[src/ctss_pkg.sv]
// ---------------------------------------------------------------------------
// ctss_pkg
// Shared request, result and control types of the task slot scheduler.
// ---------------------------------------------------------------------------
package ctss_pkg;

  typedef enum logic [1:0] {
    ACT_CREATE  = 2'd0,
    ACT_DESTROY = 2'd1,
    ACT_SLEEP   = 2'd2,
    ACT_SWEEP   = 2'd3
  } action_e;

  typedef enum logic [2:0] {
    KIND_CREATED   = 3'd0,
    KIND_FULL      = 3'd1,
    KIND_DESTROYED = 3'd2,
    KIND_MISSING   = 3'd3,
    KIND_SLEEPING  = 3'd4,
    KIND_NO_TASK   = 3'd5,
    KIND_RUN       = 3'd6,
    KIND_IDLE      = 3'd7
  } kind_e;

  typedef struct packed {
    action_e            action;
    logic [4:0]         task_id;
    logic signed [31:0] delay_ms;
    logic [31:0]        now_ms;
  } req_t;

  typedef struct packed {
    kind_e      kind;
    logic [4:0] task_id_res;
    logic       last;
  } res_t;

  // Commands from the controller to the datapath.
  typedef struct packed {
    logic load;
    logic exec;
    logic create;
    logic sweep;
    logic flush;
    logic step;
  } cmd_t;

  // Status from the datapath to the controller.
  typedef struct packed {
    logic at_end;
    logic slot_free;
  } sts_t;

endpackage

[src/ctss_ctrl.sv]
// ---------------------------------------------------------------------------
// ctss_ctrl
// Sequencer of the task slot scheduler: decodes a request and steps scans.
// ---------------------------------------------------------------------------
module ctss_ctrl (
  input  logic              clk_i,
  input  logic              rst_ni,
  input  logic              start_i,
  input  ctss_pkg::action_e action_i,
  input  ctss_pkg::sts_t    sts_i,
  output ctss_pkg::cmd_t    cmd_o,
  output logic              busy_o
);
  import ctss_pkg::*;

  typedef enum logic [4:0] {
    S_IDLE   = 5'b00001,
    S_EXEC   = 5'b00010,
    S_CREATE = 5'b00100,
    S_SWEEP  = 5'b01000,
    S_FLUSH  = 5'b10000
  } state_e;

  state_e state_q, state_d;

  always_comb begin
    cmd_o   = '0;
    state_d = state_q;
    case (state_q)
      S_IDLE: begin
        if (start_i) begin
          cmd_o.load = 1'b1;
          case (action_i)
            ACT_CREATE: state_d = S_CREATE;
            ACT_SWEEP:  state_d = S_SWEEP;
            default:    state_d = S_EXEC;
          endcase
        end
      end
      S_EXEC: begin
        cmd_o.exec = 1'b1;
        state_d    = S_IDLE;
      end
      S_CREATE: begin
        cmd_o.create = 1'b1;
        if (sts_i.slot_free || sts_i.at_end) begin
          state_d = S_IDLE;
        end else begin
          cmd_o.step = 1'b1;
        end
      end
      S_SWEEP: begin
        cmd_o.sweep = 1'b1;
        if (sts_i.at_end) begin
          state_d = S_FLUSH;
        end else begin
          cmd_o.step = 1'b1;
        end
      end
      S_FLUSH: begin
        cmd_o.flush = 1'b1;
        state_d     = S_IDLE;
      end
      default: state_d = S_IDLE;
    endcase
  end

  always_ff @(posedge clk_i or negedge rst_ni) begin
    if (!rst_ni) begin
      state_q <= S_IDLE;
    end else begin
      state_q <= state_d;
    end
  end

  assign busy_o = (state_q != S_IDLE);

endmodule

[src/ctss_dp.sv]
// ---------------------------------------------------------------------------
// ctss_dp
// Slot table, deadline memory, scan counter and result registers.
// ---------------------------------------------------------------------------
module ctss_dp #(
  parameter int NUM_SLOTS = 16
) (
  input  logic           clk_i,
  input  logic           rst_ni,
  input  ctss_pkg::cmd_t cmd_i,
  input  ctss_pkg::req_t req_i,
  output ctss_pkg::sts_t sts_o,
  output logic           res_valid_o,
  output ctss_pkg::res_t res_o
);
  import ctss_pkg::*;

  localparam int IdxW = (NUM_SLOTS > 1) ? $clog2(NUM_SLOTS) : 1;
  localparam logic [IdxW-1:0] LastIdx = IdxW'(NUM_SLOTS - 1);

  req_t                 req_q;
  logic [IdxW-1:0]      cnt_q, cnt_d;
  logic [IdxW-1:0]      rd_addr;
  logic [NUM_SLOTS-1:0] live_q, live_d;
  logic [NUM_SLOTS-1:0] sleep_q, sleep_d;
  logic [31:0]          deadline_mem [NUM_SLOTS];
  logic [31:0]          rdata_q;
  logic                 pend_v_q, pend_v_d;
  logic [4:0]           pend_id_q, pend_id_d;
  logic                 res_valid_q, res_valid_d;
  res_t                 res_q, res_d;

  logic            id_ok;
  logic [4:0]      id_m1;
  logic [IdxW-1:0] id_idx;
  logic            tgt_live;
  logic            at_end;
  logic [4:0]      cur_id;
  logic            cur_live, cur_sleep;
  logic [31:0]     diff;
  logic            wake, run;
  logic            mem_we;
  logic [31:0]     mem_wdata;

  assign id_ok    = (req_q.task_id != 5'd0) && (int'(req_q.task_id) <= NUM_SLOTS);
  assign id_m1    = req_q.task_id - 5'd1;
  assign id_idx   = IdxW'(id_m1);
  assign tgt_live = id_ok && live_q[id_idx];

  assign at_end    = (cnt_q == LastIdx);
  assign cur_id    = 5'(cnt_q) + 5'd1;
  assign cur_live  = live_q[cnt_q];
  assign cur_sleep = sleep_q[cnt_q];

  // The memory holds delay plus arming time, so a sleeper is due once the
  // wrapped difference to the current time is zero or negative.
  assign diff = rdata_q - req_q.now_ms;
  assign wake = cur_sleep && ((diff == 32'd0) || diff[31]);
  assign run  = cur_live && (!cur_sleep || wake);

  assign mem_we    = cmd_i.exec && (req_q.action == ACT_SLEEP) && tgt_live;
  assign mem_wdata = $unsigned(req_q.delay_ms) + req_q.now_ms;

  assign rd_addr = (cmd_i.load || at_end) ? '0 : cnt_q + 1'b1;

  assign sts_o.at_end    = at_end;
  assign sts_o.slot_free = !cur_live;

  always_comb begin
    cnt_d       = cnt_q;
    live_d      = live_q;
    sleep_d     = sleep_q;
    pend_v_d    = pend_v_q;
    pend_id_d   = pend_id_q;
    res_valid_d = 1'b0;
    res_d       = res_q;

    if (cmd_i.load) begin
      cnt_d    = '0;
      pend_v_d = 1'b0;
    end else if (cmd_i.step) begin
      cnt_d = cnt_q + 1'b1;
    end

    if (cmd_i.exec) begin
      res_valid_d       = 1'b1;
      res_d.task_id_res = req_q.task_id;
      res_d.last        = 1'b1;
      if (req_q.action == ACT_SLEEP) begin
        if (tgt_live) begin
          sleep_d[id_idx] = 1'b1;
          res_d.kind      = KIND_SLEEPING;
        end else begin
          res_d.kind = KIND_NO_TASK;
        end
      end else begin
        if (tgt_live) begin
          live_d[id_idx]  = 1'b0;
          sleep_d[id_idx] = 1'b0;
          res_d.kind      = KIND_DESTROYED;
        end else begin
          res_d.kind = KIND_MISSING;
        end
      end
    end

    if (cmd_i.create) begin
      if (!cur_live) begin
        live_d[cnt_q]     = 1'b1;
        sleep_d[cnt_q]    = 1'b0;
        res_valid_d       = 1'b1;
        res_d.kind        = KIND_CREATED;
        res_d.task_id_res = cur_id;
        res_d.last        = 1'b1;
      end else if (at_end) begin
        res_valid_d       = 1'b1;
        res_d.kind        = KIND_FULL;
        res_d.task_id_res = 5'd0;
        res_d.last        = 1'b1;
      end
    end

    // A run result is held back one slot so that the final one can be
    // marked as last.
    if (cmd_i.sweep) begin
      if (wake) begin
        sleep_d[cnt_q] = 1'b0;
      end
      if (run) begin
        if (pend_v_q) begin
          res_valid_d       = 1'b1;
          res_d.kind        = KIND_RUN;
          res_d.task_id_res = pend_id_q;
          res_d.last        = 1'b0;
        end
        pend_v_d  = 1'b1;
        pend_id_d = cur_id;
      end
    end

    if (cmd_i.flush) begin
      res_valid_d = 1'b1;
      res_d.last  = 1'b1;
      if (pend_v_q) begin
        res_d.kind        = KIND_RUN;
        res_d.task_id_res = pend_id_q;
      end else begin
        res_d.kind        = KIND_IDLE;
        res_d.task_id_res = 5'd0;
      end
      pend_v_d = 1'b0;
    end
  end

  always_ff @(posedge clk_i or negedge rst_ni) begin
    if (!rst_ni) begin
      live_q      <= '0;
      sleep_q     <= '0;
      pend_v_q    <= 1'b0;
      res_valid_q <= 1'b0;
    end else begin
      live_q      <= live_d;
      sleep_q     <= sleep_d;
      pend_v_q    <= pend_v_d;
      res_valid_q <= res_valid_d;
    end
  end

  always_ff @(posedge clk_i) begin
    if (cmd_i.load) begin
      req_q <= req_i;
    end
    cnt_q     <= cnt_d;
    pend_id_q <= pend_id_d;
    res_q     <= res_d;
  end

  always_ff @(posedge clk_i) begin
    if (mem_we) begin
      deadline_mem[id_idx] <= mem_wdata;
    end
    rdata_q <= deadline_mem[rd_addr];
  end

  assign res_valid_o = res_valid_q;
  assign res_o       = res_q;

endmodule

[src/cooperative_task_slot_scheduler.sv]
// ---------------------------------------------------------------------------
// cooperative_task_slot_scheduler
// Destroy and sleep: one exec state, whose result is registered as the block returns to idle.
// Create: scans slots one per cycle until it finds a free slot or reaches the last one.
// Sweep: one slot per cycle, then a flush state that emits the last result.
// Results are one-cycle strobes; the receiver cannot stall them.
// Reset clears all slots to free at once; no clearing pass is needed.
// ---------------------------------------------------------------------------
module cooperative_task_slot_scheduler #(
  parameter int NUM_SLOTS = 16
) (
  input  logic           clk_i,
  input  logic           rst_ni,
  input  logic           start_i,
  output logic           busy_o,
  input  ctss_pkg::req_t req_i,
  output logic           res_valid_o,
  output ctss_pkg::res_t res_o
);
  import ctss_pkg::*;

  // A request is taken at a clock edge where start_i is high and busy_o is
  // low. The controller walks a single request through its states while
  // the datapath holds the slot table. Each slot's state lives in two
  // flip-flop vectors (live and sleeping) that reset clears directly.
  //
  // Sleepers are kept as a single wake deadline (delay plus the time the
  // sleep was armed) in a one-write, one-read memory. Charging elapsed time
  // on every sweep is then the same as comparing that deadline against the
  // current time: the wrapped difference being zero or negative means due.
  //
  // The sweep rate is set by the memory read port: one deadline is fetched
  // per cycle, ahead of the slot being evaluated. The create search walks
  // the slot table at the same pace, one slot per cycle.
  //
  // Run results are delayed by one found slot so the final one of a sweep
  // carries the last flag; the closing cycle emits either that held result
  // or an idle result when nothing ran.

  cmd_t cmd;
  sts_t sts;

  ctss_ctrl u_ctrl (
    .clk_i    (clk_i),
    .rst_ni   (rst_ni),
    .start_i  (start_i),
    .action_i (req_i.action),
    .sts_i    (sts),
    .cmd_o    (cmd),
    .busy_o   (busy_o)
  );

  ctss_dp #(
    .NUM_SLOTS (NUM_SLOTS)
  ) u_dp (
    .clk_i       (clk_i),
    .rst_ni      (rst_ni),
    .cmd_i       (cmd),
    .req_i       (req_i),
    .sts_o       (sts),
    .res_valid_o (res_valid_o),
    .res_o       (res_o)
  );

endmodule

[config.mk]
export PLATFORM = sky130hd
export DESIGN_NAME = cooperative_task_slot_scheduler
export DESIGN_NICKNAME = d
export VERILOG_FILES = /design/src/ctss_pkg.sv /design/src/ctss_ctrl.sv /design/src/ctss_dp.sv /design/src/cooperative_task_slot_scheduler.sv
export SDC_FILE = /design/constraint.sdc
export NUM_CORES = 1
export LEC_CHECK = 0
export ABC_AREA = 1
export ABC_CLOCK_PERIOD_IN_PS = 15600
export BUFFER_PORTS_ARGS = -buffer_cell sky130_fd_sc_hd__buf_2
export CORE_MARGIN = 5
export CORE_UTILIZATION = 40
export CTS_BUF_LIST = sky130_fd_sc_hd__clkbuf_4 sky130_fd_sc_hd__clkbuf_8
export CTS_CLUSTER_SIZE = 12
export DETAILED_ROUTE_END_ITERATION = 16
export PLACE_DENSITY = 0.58
export SETUP_SLACK_MARGIN = 0.15
export SLEW_MARGIN = 10
export SYNTH_ARGS = -nofsm -noshare
export SYNTH_HDL_FRONTEND = slang
export SYNTH_HIERARCHICAL = 1
export SYNTH_SLANG_ARGS = --single-unit
[constraint.sdc]
create_clock -name clk_i -period 15.6 [get_ports clk_i]
set_clock_uncertainty 0.15 [all_clocks]
set_input_delay 3.12 -clock clk_i [delete_from_list [all_inputs] [get_ports clk_i]]
set_output_delay 3.12 -clock clk_i [all_outputs]
set_load 0.01 [all_outputs]
==> results.json <==
{
  "boundaryPins": 85,
  "start_util_pct": 40.4,
  "period_share_pct": 39.7,
  "route.detailed.drc": 0,
  "cap_violations": 0,
  "grt_usage_pct": 19.9,
  "via_count": 21500,
  "syn_avg_cell_area_sq_um": 11.1,
  "async_flop_share_pct": 5.80,
  "fin_ws_ps": 9410,
  "dp_cells": 3800,
  "final_cell_mix": "edfxtp_1, nand2_1, nor2_1",
  "clk_latency_ps": 740,
  "ys.warnings.count": 6,
  "hold_buffers": 0,
  "start_kind": "primary input",
  "wl_per_cell_um": 20.9,
  "pre_cts_slack_ps": 8800,
  "slew_headroom_pct": 15.3,
  "synth_edf_count": 588,
  "path_clk_slew_ps": 60,
  "status": "finished, final reports clean",
  "synth_cells": 2758,
  "cts_sinks": 672,
  "grt_max_degree": 129,
  "drtPass1Iterations": 7,
  "place.gp.congestion": 0.956,
  "ys_types": 55,
  "arrival_ps": 6670,
  "die_w_um": 287,
  "synth_seq_cells": 672,
  "hp-class": "register to register",
  "die_y_um": 287,
  "syn2layout_area_growth_pct": 13.4,
  "core.rowCount": 101,
  "drtIter0Drc": 1835,
  "yosysSeqAreaShare_pct": 63.7,
  "cp_data_required_time_ps": 16080,
  "cp_max_fo": 82,
  "clockBufferDepth": 3,
  "timing_hold_violations_final": 0,
  "fmax_ghz": 0.162,
  "rsz0062_at_grt": "false",
  "post-cts-setup-buffers": 0,
  "final-setup-viol-count": 0,
  "layout_commonest_cell": "edfxtp_1",
  "cts_resized": 0,
  "coreArea_sq_mm": 0.0759,
  "synth_area_sq_mm": 0.0307,
  "period_needed_ps": 6190,
  "p_leak_nw": 13.9,
  "die-area_sq_mm": 0.0823,
  "drive_above_1_share_pct": 13.2,
  "wirelength_um": 83700,
  "synth_ff_type": "edfxtp_1",
  "crit_type": "primary input to register",
  "grt_pass1_wl_um": 126000,
  "power_density_mw_per_mm2": 205,
  "cts-root-buf": "clkbuf_8",
  "finalPower_w": 0.00712,
  "cts_tree": "built",
  "vias_per_cell": 5.38,
  "first_global_vias": 21000,
  "peakVddDrop_v": 0.000154,
  "final_cells": 4002,
  "htree_num_levels": 3,
  "grt_remaining_overflow": 0,
  "end_kind": "register",
  "numCtsBuffers": 107,
  "antenna_left": 0,
  "drv_slew": 0,
  "syn_nets": 2906,
  "antenna_found_initial": 1,
  "hpwlAfterDp_um": 50400,
  "portBuffers": 84,
  "nets": 3027,
  "worst_pin_slew_ps": 1270,
  "fin_setup_tns_ps": 0
}
[report_power, final]
part | total (W) | switching, W | internal, W
clock | 0.00162 | 0.000714 | 0.000904
combinational | 0.00290 | 0.00202 | 0.000882
sequential | 0.00260 | 0.000154 | 0.00245
total | 0.00712 | 0.00288 | 0.00424
[cell families after synthesis]
family,count (synthesis),share of synthesized area (%)
adders and majority gates,74,3.07
DFF,672,63.7
muxes,129,4.21
AOI/OAI and AO/OA,321,7.28
and+or+nand+nor,1131,15.6
xor gates and xnor gates,41,1.17
buffers and inverters,390,4.97
[sequential cells by signal (all words and copies together), names as in the netlist]
signal,count
u_dp/live_q,16
u_ctrl/state_q,5
u_dp/res_o,9
u_dp/sleep_q,16
u_dp/req_q,71
u_dp/cnt_q,4
u_dp/rdata_q,32
u_dp/pend_v_q,1
u_dp/res_valid_o,1
u_dp/deadline_mem,512
u_dp/pend_id_q,5
[layout make-up]
type                       count  area [sq um]
sequential                   672         19500
inverter                     282          1070
clock buffer                 163          1970
timing repair buffer         120           716
tap                         1030          1290
antenna                        3          7.51
fill                        6869         41200
multi-input combinational   1696          9800
clock inverter                36           383
[critical path, cell delays in order]
cell,delay (ps)
buf_2,80
inv_1,90
nor2_4,370
inv_1,160
nand2_1,280
nor2_4,70
buf_12,270
inv_4,600
buf_4,820
o221ai_1,210
nand3_1,150
nand2_1,70
o22ai_1,200
[metal layers]
metal,track usage [%],share of wire [%],vias to the layer above
met5,0,0,-
met3,3.24,6.7,152
met1,27.4,43,10600
met2,32.4,47,759
li1,-,-,9986
met4,7.01,3.0,0
[cells in the mapped netlist (4+ instances only)]
cell type	n	area [sq um]
buf_2	33	165
ha_1	72	901
o22ai_1	35	219
nand4_1	17	106
dfrtp_1	38	951
o21a_1	6	45.0
xnor2_1	17	149
clkbuf_1	59	221
a21oi_1	83	415
nand3_1	158	791
inv_2	12	45.0
dfxtp_1	45	901
inv_1	269	1010
nand2_1	524	1970
nor2_2	9	56.3
xor2_1	24	210
nor2_1	303	1140
edfxtp_1	588	17700
nand2_2	9	56.3
o21ai_0	43	215
mux2i_1	129	1290
o221ai_1	130	1140
nor2_4	5	56.3
buf_1	12	45.0
o21bai_1	4	30.0
nor3_1	87	435
[stage by stage]
stage                     cell area [sq um]  hold WS [ps]  utilization (%)
after floorplan                       30700           292                -
after global placement                32300           314             42.6
after detailed placement              32300           323             42.6
after CTS                             34700           335             45.7
after global routing                  34800           352             45.8
final                                 34800           339             45.8
[final timing paths]
path,startpoint,endpoint,slack (ps),cells after the start
setup / recovery,start_i,u_dp/rdata_q[14]$_DFF_P_,9410,13
hold / removal,u_dp/live_q[9]$_DFF_PN0_,u_dp/live_q[9]$_DFF_PN0_,340,2
min in group asynchronous,rst_ni,u_dp/live_q[2]$_DFF_PN0_,2380,1
max in group asynchronous,rst_ni,u_dp/live_q[13]$_DFF_PN0_,12290,1
setup reg to reg,u_dp/cnt_q[0]$_SDFFE_PP0P_,u_dp/rdata_q[14]$_DFF_P_,10490,13
hold reg to reg,u_dp/live_q[9]$_DFF_PN0_,u_dp/live_q[9]$_DFF_PN0_,340,2
Power figures use the tool's default switching activity.
